[src/sv/tmgr_pkg.sv]
// Shared types, constants and colour palette of the text-mode glyph renderer.
`default_nettype none
package tmgr_pkg;

  localparam int GLYPH_ROWS = 16;
  localparam int STRIDE_W   = 4;
  localparam int CHAR_W     = 8;
  localparam int ADDR_W     = CHAR_W + STRIDE_W;
  localparam int STORE_DEPTH = 1 << ADDR_W;
  localparam int CNT_W      = $clog2(GLYPH_ROWS + 1);
  localparam int CURSOR_LINES = 4;

  localparam logic [1:0] REQ_FONT   = 2'd0;
  localparam logic [1:0] REQ_CELL   = 2'd1;
  localparam logic [1:0] REQ_CURSOR = 2'd2;

  localparam logic REG_COLUMNS = 1'b0;
  localparam logic REG_ROWS    = 1'b1;

  localparam logic [7:0] RST_COLUMNS = 8'd80;
  localparam logic [7:0] RST_ROWS    = 8'd25;

  localparam logic [3:0] PAL_WHITE = 4'd15;
  localparam logic [3:0] PAL_BLACK = 4'd0;

  localparam logic [23:0] PALETTE [16] = '{
    24'h000000, 24'h0000ff, 24'h00ff00, 24'h00ffff,
    24'hff0000, 24'hff00ff, 24'hff4040, 24'hd3d3d3,
    24'h404040, 24'h87cefa, 24'h9aff9a, 24'he0ffff,
    24'hffc1c1, 24'h00ff00, 24'hffff00, 24'hffffff
  };

  typedef struct packed {
    logic [1:0]         req_type;
    logic [7:0]         character_code;
    logic [7:0]         attribute;
    logic signed [15:0] cell_column;
    logic signed [15:0] cell_row;
    logic [3:0]         glyph_row;
    logic [7:0]         glyph_byte;
  } item_t;

  typedef struct packed {
    logic [10:0] pixel_x;
    logic [11:0] pixel_y;
    logic [7:0]  row_mask;
    logic [23:0] fg_color;
    logic [23:0] bg_color;
    logic        paint_background;
    logic        last;
  } result_t;

  typedef struct packed {
    logic                capture;
    logic                font_wr;
    logic                rd_en;
    logic [STRIDE_W-1:0] rd_row;
    logic                load;
    logic [STRIDE_W-1:0] load_row;
  } cmd_t;

  typedef struct packed {
    logic out_free;
    logic cursor_ok;
  } sts_t;

endpackage
`default_nettype wire

[src/sv/tmgr_ctrl.sv]
// Controller: request acceptance and scanline read/load sequencing.
`default_nettype none
module tmgr_ctrl (
  input  wire logic           clk,
  input  wire logic           rst_n,
  input  wire logic           in_valid,
  input  wire logic [1:0]     in_req_type,
  output logic                in_ready,
  input  wire tmgr_pkg::sts_t sts,
  output tmgr_pkg::cmd_t      cmd
);
  import tmgr_pkg::*;

  localparam logic S_IDLE = 1'b0;
  localparam logic S_RUN  = 1'b1;

  logic                state_r, state_nxt;
  logic [CNT_W-1:0]    issue_cnt_r, issue_cnt_nxt;
  logic                pend_r, pend_nxt;
  logic [STRIDE_W-1:0] pend_row_r, pend_row_nxt;
  logic                accept;
  logic                issue;
  logic                load;

  assign in_ready = (state_r == S_IDLE);
  assign accept   = in_valid && in_ready;
  assign load     = pend_r && sts.out_free;
  assign issue    = (state_r == S_RUN) && (issue_cnt_r != CNT_W'(GLYPH_ROWS))
                    && (!pend_r || load);

  always_comb begin
    cmd          = '0;
    state_nxt    = state_r;
    issue_cnt_nxt = issue_cnt_r;
    pend_nxt     = pend_r;
    pend_row_nxt = pend_row_r;
    cmd.rd_row   = issue_cnt_r[STRIDE_W-1:0];
    cmd.load_row = pend_row_r;
    cmd.load     = load;
    unique case (state_r)
      S_IDLE: begin
        if (accept) begin
          unique case (in_req_type)
            REQ_FONT: cmd.font_wr = 1'b1;
            REQ_CELL: begin
              cmd.capture   = 1'b1;
              issue_cnt_nxt = '0;
              state_nxt     = S_RUN;
            end
            REQ_CURSOR: begin
              if (sts.cursor_ok) begin
                cmd.capture   = 1'b1;
                issue_cnt_nxt = '0;
                state_nxt     = S_RUN;
              end
            end
            default: ;
          endcase
        end
      end
      S_RUN: begin
        if (issue) begin
          cmd.rd_en     = 1'b1;
          issue_cnt_nxt = issue_cnt_r + CNT_W'(1);
          pend_nxt      = 1'b1;
          pend_row_nxt  = issue_cnt_r[STRIDE_W-1:0];
        end else if (load) begin
          pend_nxt = 1'b0;
        end
        if (load && pend_row_r == STRIDE_W'(GLYPH_ROWS - 1)) begin
          state_nxt = S_IDLE;
        end
      end
      default: state_nxt = S_IDLE;
    endcase
  end

  always_ff @(posedge clk) begin
    if (!rst_n) begin
      state_r     <= S_IDLE;
      issue_cnt_r <= '0;
      pend_r      <= 1'b0;
      pend_row_r  <= '0;
    end else begin
      state_r     <= state_nxt;
      issue_cnt_r <= issue_cnt_nxt;
      pend_r      <= pend_nxt;
      pend_row_r  <= pend_row_nxt;
    end
  end

endmodule
`default_nettype wire

[config.mk]
export PLATFORM = sky130hd
export DESIGN_NAME = tmgr_ctrl
export DESIGN_NICKNAME = d
export VERILOG_FILES = /design/src/sv/tmgr_pkg.sv /design/src/sv/tmgr_ctrl.sv
export SDC_FILE = /design/constraint.sdc
export NUM_CORES = 1
export LEC_CHECK = 0
export ABC_AREA = 1
export BUFFER_PORTS_ARGS = -buffer_cell sky130_fd_sc_hd__buf_2
export CAP_MARGIN = 30
export CORE_MARGIN = 2
export CORE_UTILIZATION = 35
export CTS_CLUSTER_DIAMETER = 120
export DETAILED_ROUTE_END_ITERATION = 8
export SLEW_MARGIN = 20
export SYNTH_ARGS = -nofsm -noshare
export SYNTH_HDL_FRONTEND = slang
export SYNTH_SLANG_ARGS = --single-unit
[constraint.sdc]
create_clock -name clk -period 3.8 [get_ports clk]
set_input_delay 0.76 -clock clk [delete_from_list [all_inputs] [get_ports clk]]
set_output_delay 0.76 -clock clk [all_outputs]
set_load 0.05 [all_outputs]
==> results_tabular.tex, run 1 <==
\begin{tabular}{lr}
\hline
Metric & Value \\
\hline
\multicolumn{2}{l}{\textbf{Final layout}} \\
\quad Filler cell count in the final layout & 229 \\
\quad Final Net Count & 132 \\
\quad Proportion of layout cells with a drive suffix above 1 & 26.89\% \\
\quad Area overhead of the layout relative to synthesis & 14.66\% \\
\quad \# diodes & 0 \\
\quad Multi-input gate area & 384.1 sq um \\
\quad Most frequent cells in the layout & 22 x sky130\_fd\_sc\_hd\_\_nand2\_1, 19 x sky130\_fd\_sc\_hd\_\_buf\_2, 16 x sky130\_fd\_sc\_hd\_\_inv\_1 \\
\quad Post-route insts no fill & 146 \\
\quad Area of all sequential standard cells & 220.2 sq um \\
\quad Most frequent standard cell in the layout excluding fill and tap cells & sky130\_fd\_sc\_hd\_\_nand2\_1 \\
\multicolumn{2}{l}{\textbf{Pwr}} \\
\quad Clock power frac & 28.2\% \\
\quad Switching Share & 34.82\% \\
\quad Cell internal pwr & 0.0001817 W \\
\quad Static Leakage & 0.4374 nW \\
\quad Sequential share of power & 47.0\% \\
\quad Reported net switching power & 0.00009708 W \\
\quad Pwr per Cell Area & 335.1 mW/mm\^{}2 \\
\quad Logic gate share of total power & 24.8\% \\
\quad Max VDD drop & 0.2074 mV \\
\multicolumn{2}{l}{\textbf{Detailed routing}} \\
\quad Count of TritonRoute iterations in the first routing pass & 4 \\
\quad Starting DRC count in detailed routing & 10 \\
\quad Post-route ant nets & 0 \\
\quad Routed WL & 1.465 mm \\
\quad Vias after detailed routing & 664 \\
\quad DRC violations left & 0 \\
\quad Vias per std cell & 4.548 \\
\quad Routed wirelength normalized by instance count & 10.03 microns \\
\multicolumn{2}{l}{\textbf{Place}} \\
\quad Worst Setup Slack post-DPL & 1.384 ns \\
\quad Placed insts & 142 \\
\quad Routability congestion estimate from global placement & 0.7414 \\
\quad Post-DP HPWL & 1.152 mm \\
\quad Port Buf Inserts & 19 \\
\multicolumn{2}{l}{\textbf{Setup path}} \\
\quad Slowest library cell on the worst path & sky130\_fd\_sc\_hd\_\_dfxtp\_1 \\
\quad Most common cell on crit path & sky130\_fd\_sc\_hd\_\_inv\_1 \\
\quad Reg2reg end & issue\_cnt\_r[0] \\
\quad Critical path fanouts, max & 10 \\
\quad Logic depth of the worst register-to-register path & 10 \\
\quad Kind of start point of the critical path & flop \\
\quad Source of the worst register-to-register timing path & issue\_cnt\_r[0] \\
\quad Slowest stage delay, CP & 0.45 ns \\
\quad Crit path DAT & 1.68 ns \\
\quad Crit path kind & reg2out \\
\quad Critical path required time & 3.04 ns \\
\quad Nature of the critical path endpoint & primary output \\
\quad Worst-case register-to-register setup slack & 2.32 ns \\
\quad Series of cell instances along the critical path & inv\_1 -> ha\_1 -> nand2\_1 -> inv\_1 -> nand2\_2 -> nand3\_4 -> clkinv\_4 -> buf\_2 \\
\multicolumn{2}{l}{\textbf{Floorplan}} \\
\quad Core region area & 0.001962 sq mm \\
\quad Die ar. & 0.002454 sq mm \\
\quad Cell row count & 16 \\
\quad Starting density of the core & 36.99\% \\
\quad Boundary pin count & 20 \\
\quad Die width & 49.54 microns \\
\quad Vertical die dimension & 49.54 microns \\
\multicolumn{2}{l}{\textbf{Outcome}} \\
\quad Result of the run & complete, no violations \\
\multicolumn{2}{l}{\textbf{Logic synthesis}} \\
\quad Synthesized netlist cell count & 102 \\
\quad Synth Area in Compound Gates & 7.759\% \\
\quad Cell area after synthesis & 725.7 sq um \\
\quad Share of synthesized area occupied by flip-flops and latches & 30.34\% \\
\quad Dominant cell type by area after synthesis & sky130\_fd\_sc\_hd\_\_dfxtp\_1 \\
\quad Synthesis warning total & 0 \\
\quad Mean post-synth cell area & 7.115 sq um \\
\quad Top-area cell type share of the netlist area & 30.34\% \\
\quad Largest family of logic cells by synthesized area & simple AND/OR/NAND/NOR gates \\
\quad Synth Area in Simple Gates & 36.55\% \\
\quad Mux cell area share after synthesis & 0\% \\
\quad Xor-xnor portion of the synthesized cell area & 0\% \\
\quad Post-synth net total & 114 \\
\quad Cell variety after synth & 23 \\
\quad Dominant cells by area after synthesis & sky130\_fd\_sc\_hd\_\_dfxtp\_1 30\%, sky130\_fd\_sc\_hd\_\_nand2\_1 11\%, sky130\_fd\_sc\_hd\_\_ha\_1 8.6\%, sky130\_fd\_sc\_hd\_\_inv\_1 8.3\%, sky130\_fd\_sc\_hd\_\_nor2\_1 5.7\% \\
\quad Number of register bits inferred by synthesis & 11 \\
\quad Synthesized-area fraction occupied by adder cells & 8.621\% \\
\multicolumn{2}{l}{\textbf{Hold path}} \\
\quad Critical hold path startpoint & pend\_row\_r[3] \\
\quad Hold-critical path endpoint & pend\_row\_r[3] \\
\quad Worst min-delay path class & reg2reg \\
\quad Instance count along the most critical hold path & 2 \\
\multicolumn{2}{l}{\textbf{Clock network}} \\
\quad Number of buffers added for setup after CTS & 0 \\
\quad Resized cells post-CTS & 0 \\
\quad Later-pin clock latency in the skew report & 0.26 ns \\
\quad Clk pin slew, worst setup/hold paths & 0.07 ns \\
\quad Clock sink count & 11 \\
\quad H-Tree Level Count & 1 \\
\quad Cts bufs inserted & 3 \\
\quad CTS Root Cell & sky130\_fd\_sc\_hd\_\_clkbuf\_4 \\
\quad Buffer depth of the longest clock path & 2 \\
\quad CTS Hold Buffers Added & 0 \\
\quad TritonCTS clock tree & built \\
\multicolumn{2}{l}{\textbf{Timing}} \\
\quad Final max-slew violation count & 0 \\
\quad Count of endpoints failing setup in the final report & 0 \\
\quad Max Clock Skew & 0.002095 ns \\
\quad Rel. slew slack & 79.30\% \\
\quad Hold Worst Slack & 0.4803 ns \\
\quad Setup TNS & 0 ns \\
\quad Transition time at the pin with the least slew margin & 0.3101 ns \\
\quad Hold Vio Cnt, Final & 0 \\
\quad Achievable Freq & 409.1 MHz \\
\quad Final clock period utilization by the worst path & 64.33\% \\
\quad RSZ-0062 raised after global routing & false \\
\quad Time the final worst path needs with I/O delays and setup & 2.444 ns \\
\quad Worst Setup Slack, final & 1.356 ns \\
\multicolumn{2}{l}{\textbf{Global routing}} \\
\quad Pin count of the biggest net entering global routing & 11 \\
\quad Number of antenna violations at the first check in global routing & 0 \\
\quad First-pass GRT wire length & 2.628 mm \\
\quad Global-route total usage across every layer & 13.56\% \\
\quad Number of global-route vias before repair & 623 \\
\quad GRT Residual Overflow & 0 \\
\multicolumn{2}{l}{\textbf{Run}} \\
\quad Number of maximum-capacitance violations & 0 \\
\hline
\end{tabular}
[per-layer routing]
metal  up-vias  share of wire (%)  wire length [microns]  GRT usage [%]
li1        349                  -                      -              -
met1       302                 48                    702          16.32
met2        13                 47                    689          23.33
met3         0                5.0                     73          5.455
met4         0                  0                      0          1.389
met5         -                  0                      0              0
[sequential cells by signal, indices dropped and copies added (netlist names)]
signal and count:
issue_cnt_r 5, pend_r 1, pend_row_r 4, state_r 1
[cell families after synthesis]
kind of cell / Yosys count
flip-flops: 11
buffers and inverters: 24
adder cells (fa/ha/maj): 5
AO/OA/AOI/OAI: 10
AND/OR/NAND/NOR: 52
[Yosys cell counts]
| master | count |
|---|---|
| sky130_fd_sc_hd__a21oi_1 | 6 |
| sky130_fd_sc_hd__a21oi_2 | 1 |
| sky130_fd_sc_hd__and3_1 | 1 |
| sky130_fd_sc_hd__buf_4 | 5 |
| sky130_fd_sc_hd__buf_6 | 1 |
| sky130_fd_sc_hd__clkinv_4 | 1 |
| sky130_fd_sc_hd__dfxtp_1 | 11 |
| sky130_fd_sc_hd__ha_1 | 5 |
| sky130_fd_sc_hd__inv_1 | 16 |
| sky130_fd_sc_hd__inv_2 | 1 |
| sky130_fd_sc_hd__nand2_1 | 22 |
| sky130_fd_sc_hd__nand2_2 | 2 |
| sky130_fd_sc_hd__nand2_4 | 1 |
| sky130_fd_sc_hd__nand2_8 | 1 |
| sky130_fd_sc_hd__nand3_1 | 8 |
| sky130_fd_sc_hd__nand3_2 | 1 |
| sky130_fd_sc_hd__nand3_4 | 1 |
| sky130_fd_sc_hd__nand4_1 | 2 |
| sky130_fd_sc_hd__nor2_1 | 11 |
| sky130_fd_sc_hd__nor2_2 | 1 |
| sky130_fd_sc_hd__nor3_1 | 1 |
| sky130_fd_sc_hd__o21ai_0 | 2 |
| sky130_fd_sc_hd__o21bai_1 | 1 |
[power by group through the flow]
stage / sequential [W] / clock [W] / combinational, W
3_5_place_dp: 0.000134 / 0 / 0.0000696
5_1_grt: 0.000133 / 0.0000862 / 0.0000767
2_1_floorplan: 0.000132 / 0 / 0.0000594
3_3_place_gp: 0.000134 / 0 / 0.0000684
4_1_cts: 0.000131 / 0.0000816 / 0.0000699
6_report: 0.000131 / 0.0000786 / 0.0000692
[worst max-delay path by stage]
stage | cells after the start | from | end
after floorplan | 6 | in_req_type[0] | cmd[11]
after global placement | 8 | in_req_type[0] | cmd[11]
after detailed placement | 8 | in_req_type[0] | cmd[11]
after CTS | 8 | issue_cnt_r[0] | cmd[9]
after global routing | 8 | issue_cnt_r[0] | cmd[9]
final | 8 | issue_cnt_r[0] | cmd[9]
[stage by stage]
stage               utilization [%]  power [W]  area, sq um
floorplan                         -  0.0001910        725.7
global placement              41.07  0.0002019        805.8
detailed placement            41.07  0.0002032        805.8
CTS                           42.41  0.0002823        832.0
global route                  42.41  0.0002954        832.0
finish                        42.41  0.0002788        832.0
[area by class of cell]
cell class | instances | share of cell area [%]
multi-input cells | 67 | 46.17
repair buffers | 19 | 11.43
inverters | 18 | 8.722
well taps | 27 | 4.060
flip-flops and latches | 11 | 26.47
clock buffers | 4 | 3.158
[worst max-delay path, delay by kind of cell (launching register included)]
kind,cells,cell delay [ns]
AND/OR/NAND/NOR,3,0.27
buffers and inverters,4,0.49
flip-flops,1,0.45
adder cells (fa/ha/maj),1,0.20
Power figures use the tool's default switching activity.
==> run 2, diff against run 1 <==
==> constraint.sdc (replaced) <==
create_clock -name clk -period 2.3 [get_ports clk]
set_input_delay 0.46 -clock clk [delete_from_list [all_inputs] [get_ports clk]]
set_output_delay 0.46 -clock clk [all_outputs]
set_load 0.05 [all_outputs]
==> run 2 against run 1 <==
Against the previous run:
- die area did not move
- sequential cell count did not move
- largest power group unchanged
- highest routed layer unchanged
- non-clock buffer count rose by 1
==> results_tabular.tex, run 2 (synthesis gave the netlist of run 1 again) <==
\begin{tabular}{lr}
\hline
Metric & Value \\
\hline
\multicolumn{2}{l}{\textbf{Final layout}} \\
\quad Summed area of non-filler cells in the final layout & 839.6 sq um \\
\quad Filler cell count in the final layout & 225 \\
\quad Proportion of layout cells with a drive suffix above 1 & 27.50\% \\
\quad Largest register by flop count & issue\_cnt\_r \\
\quad Flip-flop count of the largest register after layout & 5 \\
\quad Most frequent standard cell in the layout excluding fill and tap cells & sky130\_fd\_sc\_hd\_\_nand2\_1 \\
\quad Top Registers & issue\_cnt\_r (5), pend\_row\_r (4) \\
\quad Post-route insts no fill & 147 \\
\quad Most frequent cells in the layout & 22 x sky130\_fd\_sc\_hd\_\_nand2\_1, 19 x sky130\_fd\_sc\_hd\_\_buf\_2, 16 x sky130\_fd\_sc\_hd\_\_inv\_1 \\
\quad Multi-input gate area & 384.1 sq um \\
\quad Area of all sequential standard cells & 220.2 sq um \\
\quad Final Net Count & 133 \\
\quad Area overhead of the layout relative to synthesis & 15.69\% \\
\quad \# diodes & 0 \\
\multicolumn{2}{l}{\textbf{Timing}} \\
\quad Hold Vio Cnt, Final & 0 \\
\quad Max Clock Skew & 0.001066 ns \\
\quad Rel. slew slack & 79.19\% \\
\quad Time the final worst path needs with I/O delays and setup & 2.088 ns \\
\quad Achievable Freq & 479.0 MHz \\
\quad Transition time at the pin with the least slew margin & 0.3117 ns \\
\quad Worst Setup Slack, final & 0.2123 ns \\
\quad RSZ-0062 raised after global routing & false \\
\quad Final clock period utilization by the worst path & 90.77\% \\
\quad Count of endpoints failing setup in the final report & 0 \\
\quad Hold Worst Slack & 0.4563 ns \\
\quad Setup TNS & 0 ns \\
\quad Final max-slew violation count & 0 \\
\multicolumn{2}{l}{\textbf{Pwr}} \\
\quad Pwr per Cell Area & 553.7 mW/mm\^{}2 \\
\quad Static Leakage & 0.4427 nW \\
\quad Max VDD drop & 0.3326 mV \\
\multicolumn{2}{l}{\textbf{Place}} \\
\quad Placed insts & 143 \\
\quad Post-DP HPWL & 1.125 mm \\
\quad Dpl cell area & 813.3 sq um \\
\quad Routability congestion estimate from global placement & 0.7705 \\
\quad Worst Setup Slack post-DPL & 0.4807 ns \\
\quad Port Buf Inserts & 19 \\
\multicolumn{2}{l}{\textbf{Hold path}} \\
\quad Instance count along the most critical hold path & 3 \\
\quad Hold-critical path endpoint & issue\_cnt\_r[4] \\
\quad Critical hold path startpoint & rst\_n \\
\quad Worst min-delay path class & in2reg \\
\multicolumn{2}{l}{\textbf{Setup path}} \\
\quad Reg2reg end & issue\_cnt\_r[0] \\
\quad Kind of start point of the critical path & flop \\
\quad Crit path DAT & 1.63 ns \\
\quad Nature of the critical path endpoint & primary output \\
\quad Source of the worst register-to-register timing path & issue\_cnt\_r[1] \\
\quad Critical path required time & 1.84 ns \\
\quad Logic depth of the worst register-to-register path & 10 \\
\quad Crit path kind & reg2out \\
\quad Worst-case register-to-register setup slack & 0.88 ns \\
\quad Critical path fanouts, max & 10 \\
\multicolumn{2}{l}{\textbf{Floorplan}} \\
\quad Vertical die dimension & 49.54 microns \\
\quad Cell row count & 16 \\
\quad Core region area & 0.001962 sq mm \\
\quad Starting density of the core & 36.99\% \\
\quad Die ar. & 0.002454 sq mm \\
\quad Die width & 49.54 microns \\
\quad Boundary pin count & 20 \\
\multicolumn{2}{l}{\textbf{Clock network}} \\
\quad Resized cells post-CTS & 0 \\
\quad TritonCTS clock tree & built \\
\quad Clock sink count & 11 \\
\quad Buffer depth of the longest clock path & 2 \\
\quad Later-pin clock latency in the skew report & 0.27 ns \\
\quad CTS Root Cell & sky130\_fd\_sc\_hd\_\_clkbuf\_4 \\
\quad Number of buffers added for setup after CTS & 0 \\
\quad CTS Hold Buffers Added & 0 \\
\quad Cts bufs inserted & 3 \\
\quad Clk pin slew, worst setup/hold paths & 0.07 ns \\
\quad H-Tree Level Count & 1 \\
\multicolumn{2}{l}{\textbf{Global routing}} \\
\quad Global-route total usage across every layer & 13.31\% \\
\quad First-pass GRT wire length & 2.504 mm \\
\quad Pin count of the biggest net entering global routing & 11 \\
\quad Number of global-route vias before repair & 614 \\
\quad GRT Residual Overflow & 0 \\
\quad Number of antenna violations at the first check in global routing & 0 \\
\multicolumn{2}{l}{\textbf{Detailed routing}} \\
\quad Vias after detailed routing & 648 \\
\quad Post-route ant nets & 0 \\
\quad Vias per std cell & 4.408 \\
\quad Count of TritonRoute iterations in the first routing pass & 2 \\
\quad DRC violations left & 0 \\
\quad Starting DRC count in detailed routing & 3 \\
\quad Routed wirelength normalized by instance count & 9.789 microns \\
\quad Routed WL & 1.439 mm \\
\multicolumn{2}{l}{\textbf{Outcome}} \\
\quad Result of the run & complete, no violations \\
\multicolumn{2}{l}{\textbf{Run}} \\
\quad Number of maximum-capacitance violations & 0 \\
\hline
\end{tabular}
run 2: how the worst max path moves through the flow:
stage / start / endpoint / slack, ns / cells after the start
2_1_floorplan: state_r / cmd[10] / 0.52 / 3
3_3_place_gp: in_req_type[0] / cmd[11] / 0.50 / 8
3_5_place_dp: in_req_type[0] / cmd[11] / 0.48 / 8
4_1_cts: issue_cnt_r[1] / cmd[9] / 0.19 / 8
5_1_grt: issue_cnt_r[1] / cmd[9] / 0.09 / 8
6_report: issue_cnt_r[1] / cmd[9] / 0.21 / 8
run 2: layout make-up:
type                       count  area share [%]
clock buffer                   4           3.130
tap                           27           4.024
inverter                      18           8.644
multi-input combinational     67           45.75
sequential                    11           26.23
timing repair buffer          20           12.22
run 2: worst max-delay path, stage by stage (launching register included):
cell and delay (ns):
sky130_fd_sc_hd__dfxtp_1 0.42, sky130_fd_sc_hd__inv_1 0.08, sky130_fd_sc_hd__ha_1 0.18, sky130_fd_sc_hd__nand2_1 0.06, sky130_fd_sc_hd__inv_1 0.04, sky130_fd_sc_hd__nand2_2 0.06, sky130_fd_sc_hd__nand3_4 0.14, sky130_fd_sc_hd__clkinv_4 0.10
sky130_fd_sc_hd__buf_2 0.26
run 2: report_power, final:
part           switching (W)  internal [W]
registers          0.0000132      0.000200
logic              0.0000836     0.0000355
clock network      0.0000654     0.0000671
run 2: stage by stage:
step,utilization [%],power [W]
after floorplan,-,0.0003156
after global placement,41.45,0.0003365
after detailed placement,41.45,0.0003374
after CTS,42.79,0.0004734
after global routing,42.79,0.0004984
final,42.79,0.0004649
run 2: layer usage:
| layer | vias to the layer above | wire length, microns | global-route usage (%) |
|---|---|---|---|
| met4 | 0 | 0 | 2.778 |
| met1 | 287 | 691 | 15.79 |
| met2 | 12 | 683 | 22.44 |
| met3 | 0 | 65 | 5.455 |
| li1 | 349 | - | - |
| met5 | - | 0 | 0 |
==> run 3, diff against run 2 <==
--- a/config.mk
+++ b/config.mk
@@ -12,6 +12,7 @@
 export CORE_UTILIZATION = 35
 export CTS_CLUSTER_DIAMETER = 120
 export DETAILED_ROUTE_END_ITERATION = 8
+export GPL_TIMING_DRIVEN = 0
 export SLEW_MARGIN = 20
 export SYNTH_ARGS = -nofsm -noshare
 export SYNTH_HDL_FRONTEND = slang
==> run 3 against run 2 <==
Against the previous run:
- global-route usage grew 0.74 points
- first-iteration DRC count grew to 2.7 times the previous value
- non-clock buffer count grew 5
- die area is the same
- register-to-register slack lost 0.02 ns
- final cell count grew 3.4%
- clock skew grew 0.0014 ns
- core utilization grew 2.2 points
- via count grew 2.0%
- maximum frequency shrank 1.3%
- combinational power grew 5%
- critical endpoint unchanged
==> results_tabular.tex, run 3 (synthesis gave the netlist of run 1 again) <==
\begin{tabular}{lr}
\hline
Metric & Value \\
\hline
\multicolumn{2}{l}{\textbf{Timing}} \\
\quad Rel. slew slack & 80.80\% \\
\quad Final max-slew violation count & 0 \\
\quad Transition time at the pin with the least slew margin & 0.2877 ns \\
\quad RSZ-0062 raised after global routing & false \\
\quad Final clock period utilization by the worst path & 91.94\% \\
\quad Hold Vio Cnt, Final & 0 \\
\quad Time the final worst path needs with I/O delays and setup & 2.115 ns \\
\quad Count of endpoints failing setup in the final report & 0 \\
\quad Max Clock Skew & 0.002505 ns \\
\quad Achievable Freq & 472.9 MHz \\
\quad Setup TNS & 0 ns \\
\multicolumn{2}{l}{\textbf{Clock network}} \\
\quad Cts bufs inserted & 3 \\
\quad Buffer depth of the longest clock path & 2 \\
\quad Clk pin slew, worst setup/hold paths & 0.07 ns \\
\quad Clock sink count & 11 \\
\quad TritonCTS clock tree & built \\
\quad H-Tree Level Count & 1 \\
\quad Later-pin clock latency in the skew report & 0.27 ns \\
\quad CTS Root Cell & sky130\_fd\_sc\_hd\_\_clkbuf\_4 \\
\multicolumn{2}{l}{\textbf{Hold path}} \\
\quad Worst min-delay path class & in2reg \\
\quad Instance count along the most critical hold path & 3 \\
\quad Critical hold path startpoint & rst\_n \\
\multicolumn{2}{l}{\textbf{Outcome}} \\
\quad Result of the run & complete, no violations \\
\multicolumn{2}{l}{\textbf{Floorplan}} \\
\quad Boundary pin count & 20 \\
\quad Starting density of the core & 36.99\% \\
\quad Die ar. & 0.002454 sq mm \\
\quad Core region area & 0.001962 sq mm \\
\quad Vertical die dimension & 49.54 microns \\
\quad Cell row count & 16 \\
\quad Die width & 49.54 microns \\
\multicolumn{2}{l}{\textbf{Setup path}} \\
\quad Slowest library cell on the worst path & sky130\_fd\_sc\_hd\_\_dfxtp\_1 \\
\quad Critical path fanouts, max & 10 \\
\quad Critical path required time & 1.84 ns \\
\quad Source of the worst register-to-register timing path & issue\_cnt\_r[1] \\
\quad CP Buf/Inv Count & 4 \\
\quad WP depth & 8 \\
\quad Worst path top cell family by delay & buffers and inverters \\
\quad Nature of the critical path endpoint & primary output \\
\quad Most common cell on crit path & sky130\_fd\_sc\_hd\_\_inv\_1 \\
\quad Slowest stage delay, CP & 0.44 ns \\
\quad Launch point of the critical path & issue\_cnt\_r[1] \\
\quad Series of cell instances along the critical path & inv\_1 -> ha\_1 -> nand2\_1 -> inv\_1 -> nand2\_2 -> nand3\_4 -> clkinv\_4 -> buf\_2 \\
\quad Crit path kind & reg2out \\
\quad Logic depth of the worst register-to-register path & 10 \\
\quad Kind of start point of the critical path & flop \\
\quad Crit path DAT & 1.65 ns \\
\multicolumn{2}{l}{\textbf{Final layout}} \\
\quad Post-route core utilization & 44.96\% \\
\quad Flip-flop count of the largest register after layout & 5 \\
\quad Proportion of layout cells with a drive suffix above 1 & 31.20\% \\
\quad Top Registers & issue\_cnt\_r (5), pend\_row\_r (4) \\
\quad Most frequent standard cell in the layout excluding fill and tap cells & sky130\_fd\_sc\_hd\_\_nand2\_1 \\
\quad Largest register by flop count & issue\_cnt\_r \\
\quad Post-route insts no fill & 152 \\
\quad \# diodes & 0 \\
\quad Final Net Count & 138 \\
\quad Most frequent cells in the layout & 22 x sky130\_fd\_sc\_hd\_\_nand2\_1, 19 x sky130\_fd\_sc\_hd\_\_buf\_2, 16 x sky130\_fd\_sc\_hd\_\_inv\_1 \\
\quad Area overhead of the layout relative to synthesis & 21.55\% \\
\multicolumn{2}{l}{\textbf{Run}} \\
\quad Number of maximum-capacitance violations & 0 \\
\multicolumn{2}{l}{\textbf{Detailed routing}} \\
\quad DRC violations left & 0 \\
\quad Vias per std cell & 4.349 \\
\quad Routed WL & 1.428 mm \\
\quad Starting DRC count in detailed routing & 8 \\
\quad Routed wirelength normalized by instance count & 9.395 microns \\
\quad Post-route ant nets & 0 \\
\quad Count of TritonRoute iterations in the first routing pass & 3 \\
\quad Vias after detailed routing & 661 \\
\multicolumn{2}{l}{\textbf{Pwr}} \\
\quad Static Leakage & 0.4707 nW \\
\quad Pwr Total & 0.0004720 W \\
\quad Pwr per Cell Area & 535.1 mW/mm\^{}2 \\
\quad Max VDD drop & 0.3331 mV \\
\multicolumn{2}{l}{\textbf{Global routing}} \\
\quad First-pass GRT wire length & 2.622 mm \\
\quad Number of antenna violations at the first check in global routing & 0 \\
\quad GRT Residual Overflow & 0 \\
\quad Number of global-route vias before repair & 637 \\
\quad Global-route total usage across every layer & 14.05\% \\
\quad Pin count of the biggest net entering global routing & 11 \\
\multicolumn{2}{l}{\textbf{Place}} \\
\quad Routability congestion estimate from global placement & 0.8114 \\
\quad Post-DP HPWL & 1.096 mm \\
\quad Placed insts & 148 \\
\quad Port Buf Inserts & 19 \\
\hline
\end{tabular}
-- run 3: cell types whose count changed in the layout (fill, tap and decap cells not counted), sizes merged --
cell	delta
buf	+5
-- run 3: final cells by class --
| class | instances | area, sq um |
|---|---|---|
| sequential | 11 | 221.5 |
| fill | 214 | 1080 |
| tap | 27 | 33.78 |
| multi-input combinational | 67 | 384.1 |
| timing repair buffer | 19 | 95.09 |
| buffer | 6 | 48.80 |
| inverter | 18 | 72.57 |
| clock buffer | 4 | 26.28 |
-- run 3: path summary, 6_finish.rpt --
check        slack (ns)             end
max reg2reg        0.86  issue_cnt_r[0]
min reg2reg        0.48   pend_row_r[3]
min                0.45  issue_cnt_r[4]
max                0.19          cmd[9]
-- run 3: report_power, final --
part / total [W] / switching, W / internal (W)
sequential: 0.000215 / 0.0000143 / 0.000200
clock: 0.000133 / 0.0000654 / 0.0000673
combinational: 0.000125 / 0.0000835 / 0.0000411
-- run 3: through the flow --
step | instance area, sq um | hold slack (ns) | worst slack (ns)
after global placement | 854.6 | 0.4695 | 0.4552
after CTS | 880.8 | 0.4387 | 0.1200
after global routing | 882.1 | 0.4590 | 0.05395
after detailed placement | 854.6 | 0.4756 | 0.4325
final | 882.1 | 0.4517 | 0.1854
after floorplan | 725.7 | 0.4880 | 0.5234
-- run 3: worst min-delay path, stage by stage --
cell,delay (ns)
sky130_fd_sc_hd__buf_2,0.13
sky130_fd_sc_hd__nand2_1,0.07
sky130_fd_sc_hd__nor2_1,0.03
-- run 3: repair_timing --
action / CTS / global route
hold buffers: 0 / 0
buffers inserted: 0 / 0
gates resized for setup: 0 / 1
setup endpoints to repair: 0 / 1
-- run 3: per-layer routing --
| layer | up-vias | share of wire, % | GRT usage, % |
|---|---|---|---|
| met3 | 3 | 5.0 | 6.364 |
| met2 | 11 | 49 | 23.56 |
| met5 | - | 0 | 0 |
| met4 | 0 | 0.70 | 4.167 |
| met1 | 289 | 45 | 15.89 |
| li1 | 358 | - | - |
